$ cat src/sv/rcbg_pkg.sv
// shared types and constants for the contrast, brightness and gray pixel unit
`default_nettype none
package rcbg_pkg;

    localparam int PIX_W     = 8;
    localparam int CTR_W     = 9;
    localparam int BRI_W     = 10;
    localparam int CFG_IDX_W = 2;
    localparam int CFG_W     = BRI_W;

    // contrast factor 255 + c, brightness gain 256 + b
    localparam int FAC_W = CTR_W + 1;
    localparam int GAIN_W = BRI_W + 1;
    localparam int DIFF_W = PIX_W + 1;
    localparam int PROD1_W = FAC_W + DIFF_W;
    localparam int LIN_W = PROD1_W - 1;
    localparam int PROD2_W = LIN_W + GAIN_W;
    localparam int NUM_W = PROD2_W - 1;

    localparam int FAC_BASE = 255;
    localparam int MID_LEVEL = 128;
    localparam int LIN_BIAS = 128 * 255;
    localparam int GAIN_BASE = 256;
    localparam int CB_DEN = 255 * 256;
    localparam int SAT_LIMIT = 255 * CB_DEN;
    localparam int HALF_DEN = CB_DEN / 2;

    // rounded numerator stays below 2^24, quotient by 256 then by 255
    localparam int RND_W = 24;
    localparam int QX_W = RND_W - 8;
    localparam int RECIP_255 = 257;

    localparam int GRAY_SUM_W = PIX_W + 5;

    localparam logic [CFG_IDX_W-1:0] CFG_MODE     = 2'd0;
    localparam logic [CFG_IDX_W-1:0] CFG_CONTRAST = 2'd1;
    localparam logic [CFG_IDX_W-1:0] CFG_BRIGHT   = 2'd2;

    localparam logic MODE_ADJUST = 1'b0;
    localparam logic MODE_GRAY   = 1'b1;

    typedef struct packed {
        logic en1;
        logic en2;
        logic en3;
        logic en4;
        logic vld1;
        logic vld2;
        logic vld3;
        logic vld4;
    } pipe_ctrl_t;

endpackage
`default_nettype wire

$ cat src/sv/rcbg_ctrl.sv
// pipeline valid bits and per-stage advance enables
`default_nettype none
module rcbg_ctrl
(
    input  wire logic               clk,
    input  wire logic               rst_n,
    input  wire logic               in_valid,
    input  wire logic               out_ready,
    output rcbg_pkg::pipe_ctrl_t    ctrl
);

    logic vld1_reg, vld2_reg, vld3_reg, vld4_reg;
    logic vld1_next, vld2_next, vld3_next, vld4_next;
    logic en1, en2, en3, en4;

    always_comb
    begin
        en4 = !vld4_reg || out_ready;
        en3 = !vld3_reg || en4;
        en2 = !vld2_reg || en3;
        en1 = !vld1_reg || en2;

        vld1_next = en1 ? in_valid : vld1_reg;
        vld2_next = en2 ? vld1_reg : vld2_reg;
        vld3_next = en3 ? vld2_reg : vld3_reg;
        vld4_next = en4 ? vld3_reg : vld4_reg;
    end

    always_ff @(posedge clk or negedge rst_n)
    begin
        if (!rst_n)
        begin
            vld1_reg <= 1'b0;
            vld2_reg <= 1'b0;
            vld3_reg <= 1'b0;
            vld4_reg <= 1'b0;
        end
        else
        begin
            vld1_reg <= vld1_next;
            vld2_reg <= vld2_next;
            vld3_reg <= vld3_next;
            vld4_reg <= vld4_next;
        end
    end

    always_comb
    begin
        ctrl.en1  = en1;
        ctrl.en2  = en2;
        ctrl.en3  = en3;
        ctrl.en4  = en4;
        ctrl.vld1 = vld1_reg;
        ctrl.vld2 = vld2_reg;
        ctrl.vld3 = vld3_reg;
        ctrl.vld4 = vld4_reg;
    end

endmodule
`default_nettype wire

$ cat src/sv/rcbg_lane.sv
// one colour channel of the contrast and brightness datapath
`default_nettype none
module rcbg_lane
(
    input  wire logic                                clk,
    input  wire rcbg_pkg::pipe_ctrl_t                ctrl,
    input  wire logic [rcbg_pkg::PIX_W-1:0]          level_in,
    input  wire logic signed [rcbg_pkg::CTR_W-1:0]   contrast,
    input  wire logic signed [rcbg_pkg::BRI_W-1:0]   brightness,
    output logic [rcbg_pkg::PIX_W-1:0]               level
);

    logic signed [rcbg_pkg::FAC_W-1:0]   factor;
    logic signed [rcbg_pkg::DIFF_W-1:0]  diff;
    logic signed [rcbg_pkg::PROD1_W-1:0] prod1;
    logic signed [rcbg_pkg::PROD1_W-1:0] lin_sum;
    logic signed [rcbg_pkg::LIN_W-1:0]   lin_reg, lin_next;

    logic signed [rcbg_pkg::GAIN_W-1:0]  gain;
    logic signed [rcbg_pkg::PROD2_W-1:0] prod2;
    logic signed [rcbg_pkg::NUM_W-1:0]   num_reg, num_next;

    logic [rcbg_pkg::RND_W-1:0]          rnd_sum;
    logic [rcbg_pkg::RND_W-1:0]          recip_prod;
    logic [rcbg_pkg::QX_W-1:0]           qx_reg, qx_next;
    logic [rcbg_pkg::PIX_W-1:0]          q0_reg, q0_next;
    logic                                zero_reg, zero_next;
    logic                                sat_reg, sat_next;

    logic [rcbg_pkg::QX_W-1:0]           q0_times;
    logic [rcbg_pkg::QX_W-1:0]           rem;
    logic [rcbg_pkg::PIX_W-1:0]          quot;

    // stage 1: contrast line
    always_comb
    begin
        factor  = $signed({contrast[rcbg_pkg::CTR_W-1], contrast})
                + rcbg_pkg::FAC_W'(rcbg_pkg::FAC_BASE);
        diff    = $signed({1'b0, level_in}) - rcbg_pkg::DIFF_W'(rcbg_pkg::MID_LEVEL);
        prod1   = factor * diff;
        lin_sum = prod1 + rcbg_pkg::PROD1_W'(rcbg_pkg::LIN_BIAS);
        lin_next = $signed(lin_sum[rcbg_pkg::LIN_W-1:0]);
    end

    // stage 2: brightness gain
    always_comb
    begin
        gain     = $signed({brightness[rcbg_pkg::BRI_W-1], brightness})
                 + rcbg_pkg::GAIN_W'(rcbg_pkg::GAIN_BASE);
        prod2    = lin_reg * gain;
        num_next = $signed(prod2[rcbg_pkg::NUM_W-1:0]);
    end

    // stage 3: clamp flags, round, divide by 256 and estimate divide by 255
    always_comb
    begin
        zero_next  = (num_reg <= rcbg_pkg::NUM_W'(0));
        sat_next   = (num_reg >= rcbg_pkg::NUM_W'(rcbg_pkg::SAT_LIMIT));
        rnd_sum    = num_reg[rcbg_pkg::RND_W-1:0]
                   + rcbg_pkg::RND_W'(rcbg_pkg::HALF_DEN);
        qx_next    = rnd_sum[rcbg_pkg::RND_W-1:8];
        recip_prod = {8'h00, qx_next} * rcbg_pkg::RND_W'(rcbg_pkg::RECIP_255);
        q0_next    = recip_prod[rcbg_pkg::RND_W-1:rcbg_pkg::QX_W];
    end

    always_ff @(posedge clk)
    begin
        if (ctrl.en1)
        begin
            lin_reg <= lin_next;
        end
        if (ctrl.en2)
        begin
            num_reg <= num_next;
        end
        if (ctrl.en3)
        begin
            qx_reg   <= qx_next;
            q0_reg   <= q0_next;
            zero_reg <= zero_next;
            sat_reg  <= sat_next;
        end
    end

    // estimate is low by at most one
    always_comb
    begin
        q0_times = {q0_reg, 8'h00} - {8'h00, q0_reg};
        rem      = qx_reg - q0_times;
        quot     = (rem >= rcbg_pkg::QX_W'(255)) ? q0_reg + 8'd1 : q0_reg;
        if (zero_reg)
        begin
            level = '0;
        end
        else if (sat_reg)
        begin
            level = '1;
        end
        else
        begin
            level = quot;
        end
    end

endmodule
`default_nettype wire

$ cat src/sv/rcbg_merge.sv
// gray path and output register combining the three lanes
`default_nettype none
module rcbg_merge
(
    input  wire logic                        clk,
    input  wire rcbg_pkg::pipe_ctrl_t        ctrl,
    input  wire logic                        mode,
    input  wire logic [rcbg_pkg::PIX_W-1:0]  red_in,
    input  wire logic [rcbg_pkg::PIX_W-1:0]  green_in,
    input  wire logic [rcbg_pkg::PIX_W-1:0]  blue_in,
    input  wire logic                        end_of_frame_in,
    input  wire logic [rcbg_pkg::PIX_W-1:0]  red_level,
    input  wire logic [rcbg_pkg::PIX_W-1:0]  green_level,
    input  wire logic [rcbg_pkg::PIX_W-1:0]  blue_level,
    output logic [rcbg_pkg::PIX_W-1:0]       red_out,
    output logic [rcbg_pkg::PIX_W-1:0]       green_out,
    output logic [rcbg_pkg::PIX_W-1:0]       blue_out,
    output logic                             end_of_frame_out
);

    logic [rcbg_pkg::GRAY_SUM_W-1:0] gray_sum;
    logic [rcbg_pkg::PIX_W-1:0]      gray1_reg, gray2_reg, gray3_reg;
    logic                            eof1_reg, eof2_reg, eof3_reg;
    logic [rcbg_pkg::PIX_W-1:0]      red_reg, green_reg, blue_reg;
    logic [rcbg_pkg::PIX_W-1:0]      red_next, green_next, blue_next;
    logic                            eof_reg;

    // 11r + 16g + 5b, then divide by 32
    always_comb
    begin
        gray_sum = rcbg_pkg::GRAY_SUM_W'(11) * rcbg_pkg::GRAY_SUM_W'(red_in)
                 + {1'b0, green_in, 4'h0}
                 + rcbg_pkg::GRAY_SUM_W'(5) * rcbg_pkg::GRAY_SUM_W'(blue_in);
    end

    always_comb
    begin
        if (mode == rcbg_pkg::MODE_GRAY)
        begin
            red_next   = gray3_reg;
            green_next = gray3_reg;
            blue_next  = gray3_reg;
        end
        else
        begin
            red_next   = red_level;
            green_next = green_level;
            blue_next  = blue_level;
        end
    end

    always_ff @(posedge clk)
    begin
        if (ctrl.en1)
        begin
            gray1_reg <= gray_sum[rcbg_pkg::GRAY_SUM_W-1:5];
            eof1_reg  <= end_of_frame_in;
        end
        if (ctrl.en2)
        begin
            gray2_reg <= gray1_reg;
            eof2_reg  <= eof1_reg;
        end
        if (ctrl.en3)
        begin
            gray3_reg <= gray2_reg;
            eof3_reg  <= eof2_reg;
        end
        if (ctrl.en4)
        begin
            red_reg   <= red_next;
            green_reg <= green_next;
            blue_reg  <= blue_next;
            eof_reg   <= eof3_reg;
        end
    end

    assign red_out          = red_reg;
    assign green_out        = green_reg;
    assign blue_out         = blue_reg;
    assign end_of_frame_out = eof_reg;

endmodule
`default_nettype wire

$ cat src/sv/rgb_contrast_brightness_gray_unit.sv
// top level of the contrast, brightness and gray pixel unit
//
//  channel  | handshake              | word
//  ---------+------------------------+------------------------------------------
//  pixel in | in_valid / in_ready    | red_in, green_in, blue_in, end_of_frame_in
//  pixel out| out_valid / out_ready  | red_out, green_out, blue_out, end_of_frame_out
//  config   | cfg_we                 | cfg_index, cfg_data
//
// four register stages: stage 1, stage 2, stage 3, then the output register
// one word per cycle sustained while out_ready is high
// latency set by the two lane multipliers and the divide-by-255 estimate and fix-up
// each stage advances when empty or when the stage after it advances
// a stalled output holds its word while earlier stages keep filling bubbles
// reset clears the valid bits and the config registers (identity mapping)
`default_nettype none
module rgb_contrast_brightness_gray_unit
(
    input  wire logic                                  clk,
    input  wire logic                                  rst_n,
    input  wire logic                                  in_valid,
    output logic                                       in_ready,
    input  wire logic [rcbg_pkg::PIX_W-1:0]            red_in,
    input  wire logic [rcbg_pkg::PIX_W-1:0]            green_in,
    input  wire logic [rcbg_pkg::PIX_W-1:0]            blue_in,
    input  wire logic                                  end_of_frame_in,
    output logic                                       out_valid,
    input  wire logic                                  out_ready,
    output logic [rcbg_pkg::PIX_W-1:0]                 red_out,
    output logic [rcbg_pkg::PIX_W-1:0]                 green_out,
    output logic [rcbg_pkg::PIX_W-1:0]                 blue_out,
    output logic                                       end_of_frame_out,
    input  wire logic                                  cfg_we,
    input  wire logic [rcbg_pkg::CFG_IDX_W-1:0]        cfg_index,
    input  wire logic [rcbg_pkg::CFG_W-1:0]            cfg_data
);

    logic                                mode_reg;
    logic signed [rcbg_pkg::CTR_W-1:0]   contrast_reg;
    logic signed [rcbg_pkg::BRI_W-1:0]   bright_reg;
    rcbg_pkg::pipe_ctrl_t                ctrl;
    logic [rcbg_pkg::PIX_W-1:0]          red_level, green_level, blue_level;

    always_ff @(posedge clk or negedge rst_n)
    begin
        if (!rst_n)
        begin
            mode_reg     <= rcbg_pkg::MODE_ADJUST;
            contrast_reg <= '0;
            bright_reg   <= '0;
        end
        else if (cfg_we)
        begin
            unique case (cfg_index)
                rcbg_pkg::CFG_MODE:
                begin
                    mode_reg <= cfg_data[0];
                end
                rcbg_pkg::CFG_CONTRAST:
                begin
                    contrast_reg <= $signed(cfg_data[rcbg_pkg::CTR_W-1:0]);
                end
                rcbg_pkg::CFG_BRIGHT:
                begin
                    bright_reg <= $signed(cfg_data[rcbg_pkg::BRI_W-1:0]);
                end
                default:
                begin
                end
            endcase
        end
    end

    rcbg_ctrl u_ctrl
    (
        .clk       (clk),
        .rst_n     (rst_n),
        .in_valid  (in_valid),
        .out_ready (out_ready),
        .ctrl      (ctrl)
    );

    rcbg_lane u_lane_red
    (
        .clk        (clk),
        .ctrl       (ctrl),
        .level_in   (red_in),
        .contrast   (contrast_reg),
        .brightness (bright_reg),
        .level      (red_level)
    );

    rcbg_lane u_lane_green
    (
        .clk        (clk),
        .ctrl       (ctrl),
        .level_in   (green_in),
        .contrast   (contrast_reg),
        .brightness (bright_reg),
        .level      (green_level)
    );

    rcbg_lane u_lane_blue
    (
        .clk        (clk),
        .ctrl       (ctrl),
        .level_in   (blue_in),
        .contrast   (contrast_reg),
        .brightness (bright_reg),
        .level      (blue_level)
    );

    rcbg_merge u_merge
    (
        .clk              (clk),
        .ctrl             (ctrl),
        .mode             (mode_reg),
        .red_in           (red_in),
        .green_in         (green_in),
        .blue_in          (blue_in),
        .end_of_frame_in  (end_of_frame_in),
        .red_level        (red_level),
        .green_level      (green_level),
        .blue_level       (blue_level),
        .red_out          (red_out),
        .green_out        (green_out),
        .blue_out         (blue_out),
        .end_of_frame_out (end_of_frame_out)
    );

    assign in_ready  = ctrl.en1;
    assign out_valid = ctrl.vld4;

    // back-pressure only when every stage holds a word
    a_full_when_blocked: assert property (@(posedge clk) disable iff (!rst_n)
        !in_ready |-> (ctrl.vld1 && ctrl.vld2 && ctrl.vld3 && ctrl.vld4))
        else $error("input blocked with a bubble in the pipeline");

    a_gray_equal: assert property (@(posedge clk) disable iff (!rst_n)
        (out_valid && mode_reg == rcbg_pkg::MODE_GRAY) |->
        (red_out == green_out && green_out == blue_out))
        else $error("gray word with unequal channels");

    // zero gain blanks every channel
    a_zero_gain: assert property (@(posedge clk) disable iff (!rst_n)
        (out_valid && mode_reg == rcbg_pkg::MODE_ADJUST
         && bright_reg == -rcbg_pkg::BRI_W'(rcbg_pkg::GAIN_BASE)) |->
        (red_out == '0 && green_out == '0 && blue_out == '0))
        else $error("zero brightness gain gave a non-black word");

endmodule
`default_nettype wire
$ cat config.mk
export PLATFORM = sky130hd
export DESIGN_NAME = rgb_contrast_brightness_gray_unit
export DESIGN_NICKNAME = d
export VERILOG_FILES = /design/src/sv/rcbg_pkg.sv /design/src/sv/rcbg_ctrl.sv /design/src/sv/rcbg_lane.sv /design/src/sv/rcbg_merge.sv /design/src/sv/rgb_contrast_brightness_gray_unit.sv
export SDC_FILE = /design/constraint.sdc
export NUM_CORES = 2
export LEC_CHECK = 0
export ABC_AREA = 1
export BUFFER_PORTS_ARGS = -buffer_cell sky130_fd_sc_hd__buf_4
export CORE_MARGIN = 2
export CORE_UTILIZATION = 50
export DETAILED_ROUTE_END_ITERATION = 16
export HOLD_SLACK_MARGIN = 0.03
export PLACE_DENSITY = 0.66
export SYNTH_ARGS = -nofsm -noshare
export SYNTH_HDL_FRONTEND = slang
export SYNTH_SLANG_ARGS = --single-unit
$ cat constraint.sdc
create_clock -name clk -period 8.1 [get_ports clk]
set_input_delay 0.405 -clock clk [delete_from_list [all_inputs] [get_ports clk]]
set_output_delay 0.405 -clock clk [all_outputs]
set_load 0.01 [all_outputs]
# ---- Word-level counts from Yosys, hierarchy flattened
# Cells that the tools add are included.
# W data, S select, Z words.
dict set report word_totals {
  regBits 292
  inputBits 42
  output_inout_bits 27
  wordCells 103
}
dict set report op_classes {
  n_addsub 22
  n_mul 11
  n_lt_le_gt_ge 9
  eq_ne 2
  muxes 12
  reduce_logical 12
}
# op count
set op_table {}
lappend op_table {{$mux W8} 12}
lappend op_table {{$ge A28 B25 Y1 const B} 3}
lappend op_table {{$le A28 B1 Y1 const B} 3}
lappend op_table {{$mul A18 B11 Y28} 3}
lappend op_table {{$add A24 B15 Y24 const B} 3}
lappend op_table {{$mul A16 B9 Y24 const B} 3}
lappend op_table {{$add A18 B16 Y18 const B} 3}
lappend op_table {{$mul A10 B9 Y18} 3}
lappend op_table {{$ge A16 B8 Y1 const B} 3}
lappend op_table {{$sub A16 B16 Y16} 3}
lappend op_table {{$sub A16 B8 Y16} 3}
lappend op_table {{$sub A8 B8 Y9 const B} 3}
lappend op_table {{$add A8 B1 Y8 const B} 3}
lappend op_table {{$add A12 B12 Y13} 1}
lappend op_table {{$add A13 B11 Y13} 1}
lappend op_table {{$mul A4 B8 Y12 const A} 1}
lappend op_table {{$add A10 B10 Y11 const B} 1}
lappend op_table {{$mul A3 B8 Y11 const A} 1}
lappend op_table {{$add A9 B9 Y10 const B} 1}
lappend op_table {{$reduce_and A2 Y1} 3}
lappend op_table {{$logic_not A1 Y1} 4}
lappend op_table {{$logic_or A1 B1 Y1} 4}
lappend op_table {{$eq A2 B1 Y1 const B} 1}
lappend op_table {{$eq A2 B2 Y1 const B} 1}
lappend op_table {{$logic_not A2 Y1} 1}

# ---- Longest topological paths before layout
dict set report depth {
  word_depth 7
  depth_mapped 32
  depth_no_buf 31
}

# ---- By module
# A second synthesis with hierarchy kept.
dict set report unflattened {
  cells_unflattened 6481
  area_unflattened_um2 52102.5
}
# module n_inst cells_each area_per_inst_um2 seq_area_each_um2
set by_module_without_submodules {}
lappend by_module_without_submodules {{rcbg_lane (u_lane_blue)} 1 2026 15989.1 2162.1}
lappend by_module_without_submodules {{rcbg_lane (u_lane_red)} 1 2037 15940.3 2162.1}
lappend by_module_without_submodules {{rcbg_lane (u_lane_green)} 1 2023 15885.2 2162.1}
lappend by_module_without_submodules {rcbg_merge 1 278 3215.6 1561.5}
lappend by_module_without_submodules {rgb_contrast_brightness_gray_unit 1 92 849.6 500.5}
lappend by_module_without_submodules {rcbg_ctrl 1 25 222.7 100.1}

# ---- Least setup slack after synthesis
# No wires, ideal clock.
dict set report synth_timing {
  kind {reg2reg}
  start {register bright_reg[8] in the netlist's numbering}
  end {register u_lane_green.num_reg[26] in the netlist's numbering (data pin)}
  setup_ns 0.258
  t_arrival_ns 6.039
  t_required_ns 7.842
  setup_slack_ns 1.803
  stages_incl_launch_ff 28
  n_path_buf 4
  period_less_slack_ns 6.297
  cell_sequence {dfrtp_1 clkbuf_1 inv_1 clkbuf_1 ha_1 inv_1 clkbuf_1 buf_1 nor2_1 fa_1 inv_1 fa_1 inv_1 fa_1 fa_1 inv_1 fa_1 inv_1 ha_1 a21oi_1 o21ai_0 a21oi_1 nand3_1 nand3_1 nand2_1 nand2_1 nand2_1 xor2_1}
}
dict set report synth_via {
  elab_chain_len 2
}
# item line
set synth_rtl {}
lappend synth_rtl {{start: declaration} rgb_contrast_brightness_gray_unit.sv:39} ;# logic signed [rcbg_pkg::BRI_W-1:0] bright_reg;
lappend synth_rtl {{start signal: assignment} rgb_contrast_brightness_gray_unit.sv:64} ;# bright_reg <= $signed(cfg_data[rcbg_pkg::BRI_W-1:0]);
lappend synth_rtl {{$add A10 B10 Y11} rcbg_lane.sv:49} ;# + rcbg_pkg::GAIN_W'(rcbg_pkg::GAIN_BASE);
lappend synth_rtl {{$mul A18 B11 Y28} rcbg_lane.sv:50} ;# prod2 = lin_reg * gain;
lappend synth_rtl {{named net u_lane_green.prod2, one bit} rcbg_lane.sv:20} ;# logic signed [rcbg_pkg::PROD2_W-1:0] prod2;
lappend synth_rtl {{end signal: assignment} rcbg_lane.sv:74} ;# num_reg <= num_next;
lappend synth_rtl {{end: declaration} rcbg_lane.sv:21} ;# logic signed [rcbg_pkg::NUM_W-1:0] num_reg, num_next;
# The timed path passes the listed nets, and every way through them passes these cells.
# A chain may end at the register's enable or synchronous reset.

# ---- Final worst setup path
dict set report layout_timing {
  start {register contrast_reg[0] in the netlist's numbering}
  end {register u_lane_green.lin_reg[17] in the netlist's numbering (data pin)}
}
dict set report layout_via {
  elab_chain_len 3
}
# item line
set layout_rtl {}
lappend layout_rtl {{start: declaration} rgb_contrast_brightness_gray_unit.sv:38} ;# logic signed [rcbg_pkg::CTR_W-1:0] contrast_reg;
lappend layout_rtl {{start signal: assignment} rgb_contrast_brightness_gray_unit.sv:60} ;# contrast_reg <= $signed(cfg_data[rcbg_pkg::CTR_W-1:0]);
lappend layout_rtl {{$add A9 B9 Y10} rcbg_lane.sv:38} ;# + rcbg_pkg::FAC_W'(rcbg_pkg::FAC_BASE);
lappend layout_rtl {{$mul A10 B9 Y18} rcbg_lane.sv:40} ;# prod1 = factor * diff;
lappend layout_rtl {{$add A18 B16 Y18} rcbg_lane.sv:41} ;# lin_sum = prod1 + rcbg_pkg::PROD1_W'(rcbg_pkg::LIN_BIAS);
lappend layout_rtl {{named net u_lane_green.lin_sum, one bit} rcbg_lane.sv:16} ;# logic signed [rcbg_pkg::PROD1_W-1:0] lin_sum;
lappend layout_rtl {{end signal: assignment} rcbg_lane.sv:70} ;# lin_reg <= lin_next;
lappend layout_rtl {{end: declaration} rcbg_lane.sv:17} ;# logic signed [rcbg_pkg::LIN_W-1:0] lin_reg, lin_next;
# The timed path passes the listed nets, and every way through them passes these cells.

==> out/summary.md <==
The signed area change from the synthesized netlist to the final layout is 6.00%. The initial utilization of the core area, before any placement, comes to 50.5%. The share of the yosys chip area belonging to registers came out at 17.4%. The non-filler instance count after layout came out at 7336. From bottom edge to top edge, the die measures 320 um. Total setup violations reported at the end of the flow: 0. The worst pin sits at a relative slew slack of 32.9%.

For this design the top-level I/O count stands at 69. The total negative setup slack is 0 ns, and the proportion of register bits with asynchronous set or reset after synthesis is 8.22%. The via count of the first global-routing pass was 38328. Dividing the final minimum period by the clock period gives 84.0%.

Across every metal layer, demand over resource in global routing totals 23.0%. The worst setup path is launched from a flop. Once layout is done, the placed cells without fillers occupy 52800 um^2. The tools report the kind of capture point of the worst setup path as a flop. Leaving out fill and tap cells, the most frequent cell in the layout is sky130_fd_sc_hd__inv_1.

The remaining number of nets flagged by the antenna check after routing is 0, and the share of the core filled with cells in the final layout is 53.5%. Required time at the worst-slack endpoint: 8.39 ns. The count of input and output buffers was 68. Counting stages on the worst path, the most repeated cell is sky130_fd_sc_hd__inv_1.

At the later pin of the worst-skew pair, clock insertion delay measures 0.59 ns. Summing over every cut layer, the via total after detailed routing is 36891. The number of antenna violations at the first check in global routing was 3.

Among all stages on the critical path, the largest delay is contributed by sky130_fd_sc_hd__fa_1. The number of buffers on the longest clock path is 3, and the post-synthesis average cell area is 8.23 um^2. Counting distinct cell types in the post-synthesis netlist gives 52.

The capture point of the worst path was u_lane_green.lin_reg[17]$_DFFE_PP_. The path class of the tightest hold or removal check is input pin to flop. Summing all placed instances gives a cell area of 51500 um^2. The die area came out at 102000 um^2. The count of standard-cell rows was 115.

In this run, synthesis inferred 268 flip-flops with an integrated enable. The logs give 0 for the reported max-cap violation count and 0 for the count of yosys warnings during synthesis. The wire length of the first global-routing pass was 191 mm; the placer congestion estimate was 0.896. The logs give 1.29 ns for the worst-case register-to-register setup slack and 0 for the post-CTS setup buffer count. The tools report the total overflow reported by the global router as 0.

The endpoint identified for the worst register-to-register timing path is u_lane_green.lin_reg[17]$_DFFE_PP_. The number of clock buffers added by TritonCTS is 38. The post-route DRC violation count was 0. The tools report the root cell of the clock tree as sky130_fd_sc_hd__clkbuf_16. The type of the worst setup path was flop to flop. The max-slew violation count is 0.

The largest single stage delay on the critical path is 0.54 ns. The repair_antennas step left the layout with diodes totalling 0. Synthesis produced a netlist with a net count of 7373. For this block, the initial DRC count from the detailed router was 2577. The aggregate routed wire length is 112 mm, and the largest fanout on the critical path is 22. Counting every sink on the clock net gives 292. The number of synthesized register bits is 292.

The instance count of the mapped netlist is 6048. Setup repair after global routing left no endpoint under its margin. The number of nets at the end of the flow came out at 7346.

The maximum number of pins on one net before global-route repair came out at 66. The library cells used most frequently in the layout, excluding fill and tap cells, are 1695 x sky130_fd_sc_hd__inv_1, 1363 x sky130_fd_sc_hd__nand2_1, 783 x sky130_fd_sc_hd__fa_1. The source of the critical timing path is contrast_reg[0]$_DFFE_PN0P_. The number of H-tree levels is 2. Register clock-pin slew on the reported worst setup and hold paths: 0.05 ns. In the final routed layout, each cell accounts on average for 15.3 um. After detailed placement, the design holds a cell count of 7266.

The HPWL after detailed placement is 92.2 mm. For the worst flop-to-flop path, the logic depth is 29. The transition at the pin with the smallest max-transition slack came out at 1.01 ns.

The floorplan step set the die width to 320 um. Summing every instance area after synthesis gives 49800 um^2. TritonCTS built the clock tree. The flow ran to the end, and the final reports show no timing, DRC or antenna violations. Counting I/O delays and the setup requirement, the final critical path takes 6.81 ns.

In the routed layout, each cell is associated on average with a via count of 5.03. In this run the critical register-to-register path is launched from contrast_reg[0]$_DFFE_PN0P_. Timing would allow up to 147 MHz. The number of failing hold endpoints at the final stage came out at 0. The layout cell share with drive strength beyond 1 was 3.24%; the final worst clock skew was 0.0393 ns. The pre-antenna-repair detailed-routing pass consisted of 6 iterations. For the arrival time of the worst setup path, the log shows 7.10 ns.

The dominant register cell in the synthesized netlist was sky130_fd_sc_hd__edfxtp_1. The core box area was 98600 um^2.
-- metal layers --
metal | wire length [um] | GRT usage (%)
met5 | 19 | 0
met1 | 50100 | 31.7
met2 | 52200 | 38.4
met4 | 2760 | 5.66
met3 | 6980 | 3.30
-- cells by family (layout without fill, tap and decap cells) --
group	Yosys count	after routing	synth area share, %
compound gates	314	314	3.49
xor+xnor	232	232	4.10
fa+ha+maj	1283	1283	44.1
buf+inv	1861	1862	14.1
flops	292	292	17.4
mux	1	1	0.0226
simple gates	2065	2065	16.9
-- critical path: cells and delay by family (launching register included) --
family          cells  cell delay (ns)
fa+ha+maj           7             3.11
simple gates        8             1.07
compound gates      6             0.96
buf+inv             7             0.92
flops               1             0.37
xor+xnor            1             0.09
-- worst min path at each step --
stage	to	startpoint	slack, ns	depth (start not counted)
finish	u_ctrl.vld1_reg$_DFFE_PN0P_	in_valid	0.09	3
floorplan	bright_reg[0]$_DFFE_PN0P_	rst_n	0.11	0
global placement	u_ctrl.vld4_reg$_DFFE_PN0P_	rst_n	0.36	1
CTS	u_ctrl.vld1_reg$_DFFE_PN0P_	in_valid	0.05	3
global route	u_ctrl.vld1_reg$_DFFE_PN0P_	in_valid	0.09	3
detailed placement	u_ctrl.vld4_reg$_DFFE_PN0P_	rst_n	0.36	1
-- cell usage after synthesis, types with 3 or more instances --
master,count,share of area (%)
sky130_fd_sc_hd__o211ai_1,6,0.090
sky130_fd_sc_hd__o21bai_1,10,0.15
sky130_fd_sc_hd__dfrtp_1,24,1.2
sky130_fd_sc_hd__o21a_1,3,0.045
sky130_fd_sc_hd__nand3_2,5,0.10
sky130_fd_sc_hd__clkbuf_1,126,0.95
sky130_fd_sc_hd__nor3_1,26,0.26
sky130_fd_sc_hd__nor2_1,358,2.7
sky130_fd_sc_hd__fa_1,783,31
sky130_fd_sc_hd__buf_1,34,0.26
sky130_fd_sc_hd__or2_1,4,0.050
sky130_fd_sc_hd__a31oi_1,7,0.088
sky130_fd_sc_hd__xnor2_1,72,1.3
sky130_fd_sc_hd__and2_1,12,0.15
sky130_fd_sc_hd__a211oi_1,5,0.075
sky130_fd_sc_hd__nor2_4,6,0.14
sky130_fd_sc_hd__xor2_1,159,2.8
sky130_fd_sc_hd__a21o_1,12,0.18
sky130_fd_sc_hd__nand2_1,1364,10
sky130_fd_sc_hd__o2111ai_1,5,0.088
sky130_fd_sc_hd__nor2_2,7,0.088
sky130_fd_sc_hd__o21ai_0,96,0.97
sky130_fd_sc_hd__ha_1,500,13
sky130_fd_sc_hd__nand4_1,60,0.75
sky130_fd_sc_hd__a21oi_1,157,1.6
sky130_fd_sc_hd__inv_1,1697,13
sky130_fd_sc_hd__nor4_1,14,0.18
sky130_fd_sc_hd__edfxtp_1,268,16
sky130_fd_sc_hd__nand3b_1,7,0.11
sky130_fd_sc_hd__nand3_1,187,1.9
sky130_fd_sc_hd__or2_2,8,0.10
-- per-stage QoR --
stage                     hold slack (ns)  worst slack, ns
after floorplan                     0.109             1.80
after global placement              0.356             1.48
after detailed placement            0.362             1.34
after CTS                          0.0541             1.32
after global routing               0.0927            0.833
final                              0.0923             1.29
-- repair_timing --
action	4_1_cts	5_1_grt
gates resized for setup	0	0
endpoints found under the hold margin	25	0
hold buffers	2	0
-- final cells by class --
type                            count  area, um^2
Timing Repair Buffer               95         718
Inverter                         1699        6380
Fill cell                        9243       45800
Tap cell                         1287        1610
Clock buffer                       46         981
Sequential cell                   292        8660
Multi-Input combinational cell   3895       34100
Clock inverter                     22         273
Power is not shown: default switching activity piles up to over one toggle a cycle in this logic, so the estimate is an artifact.
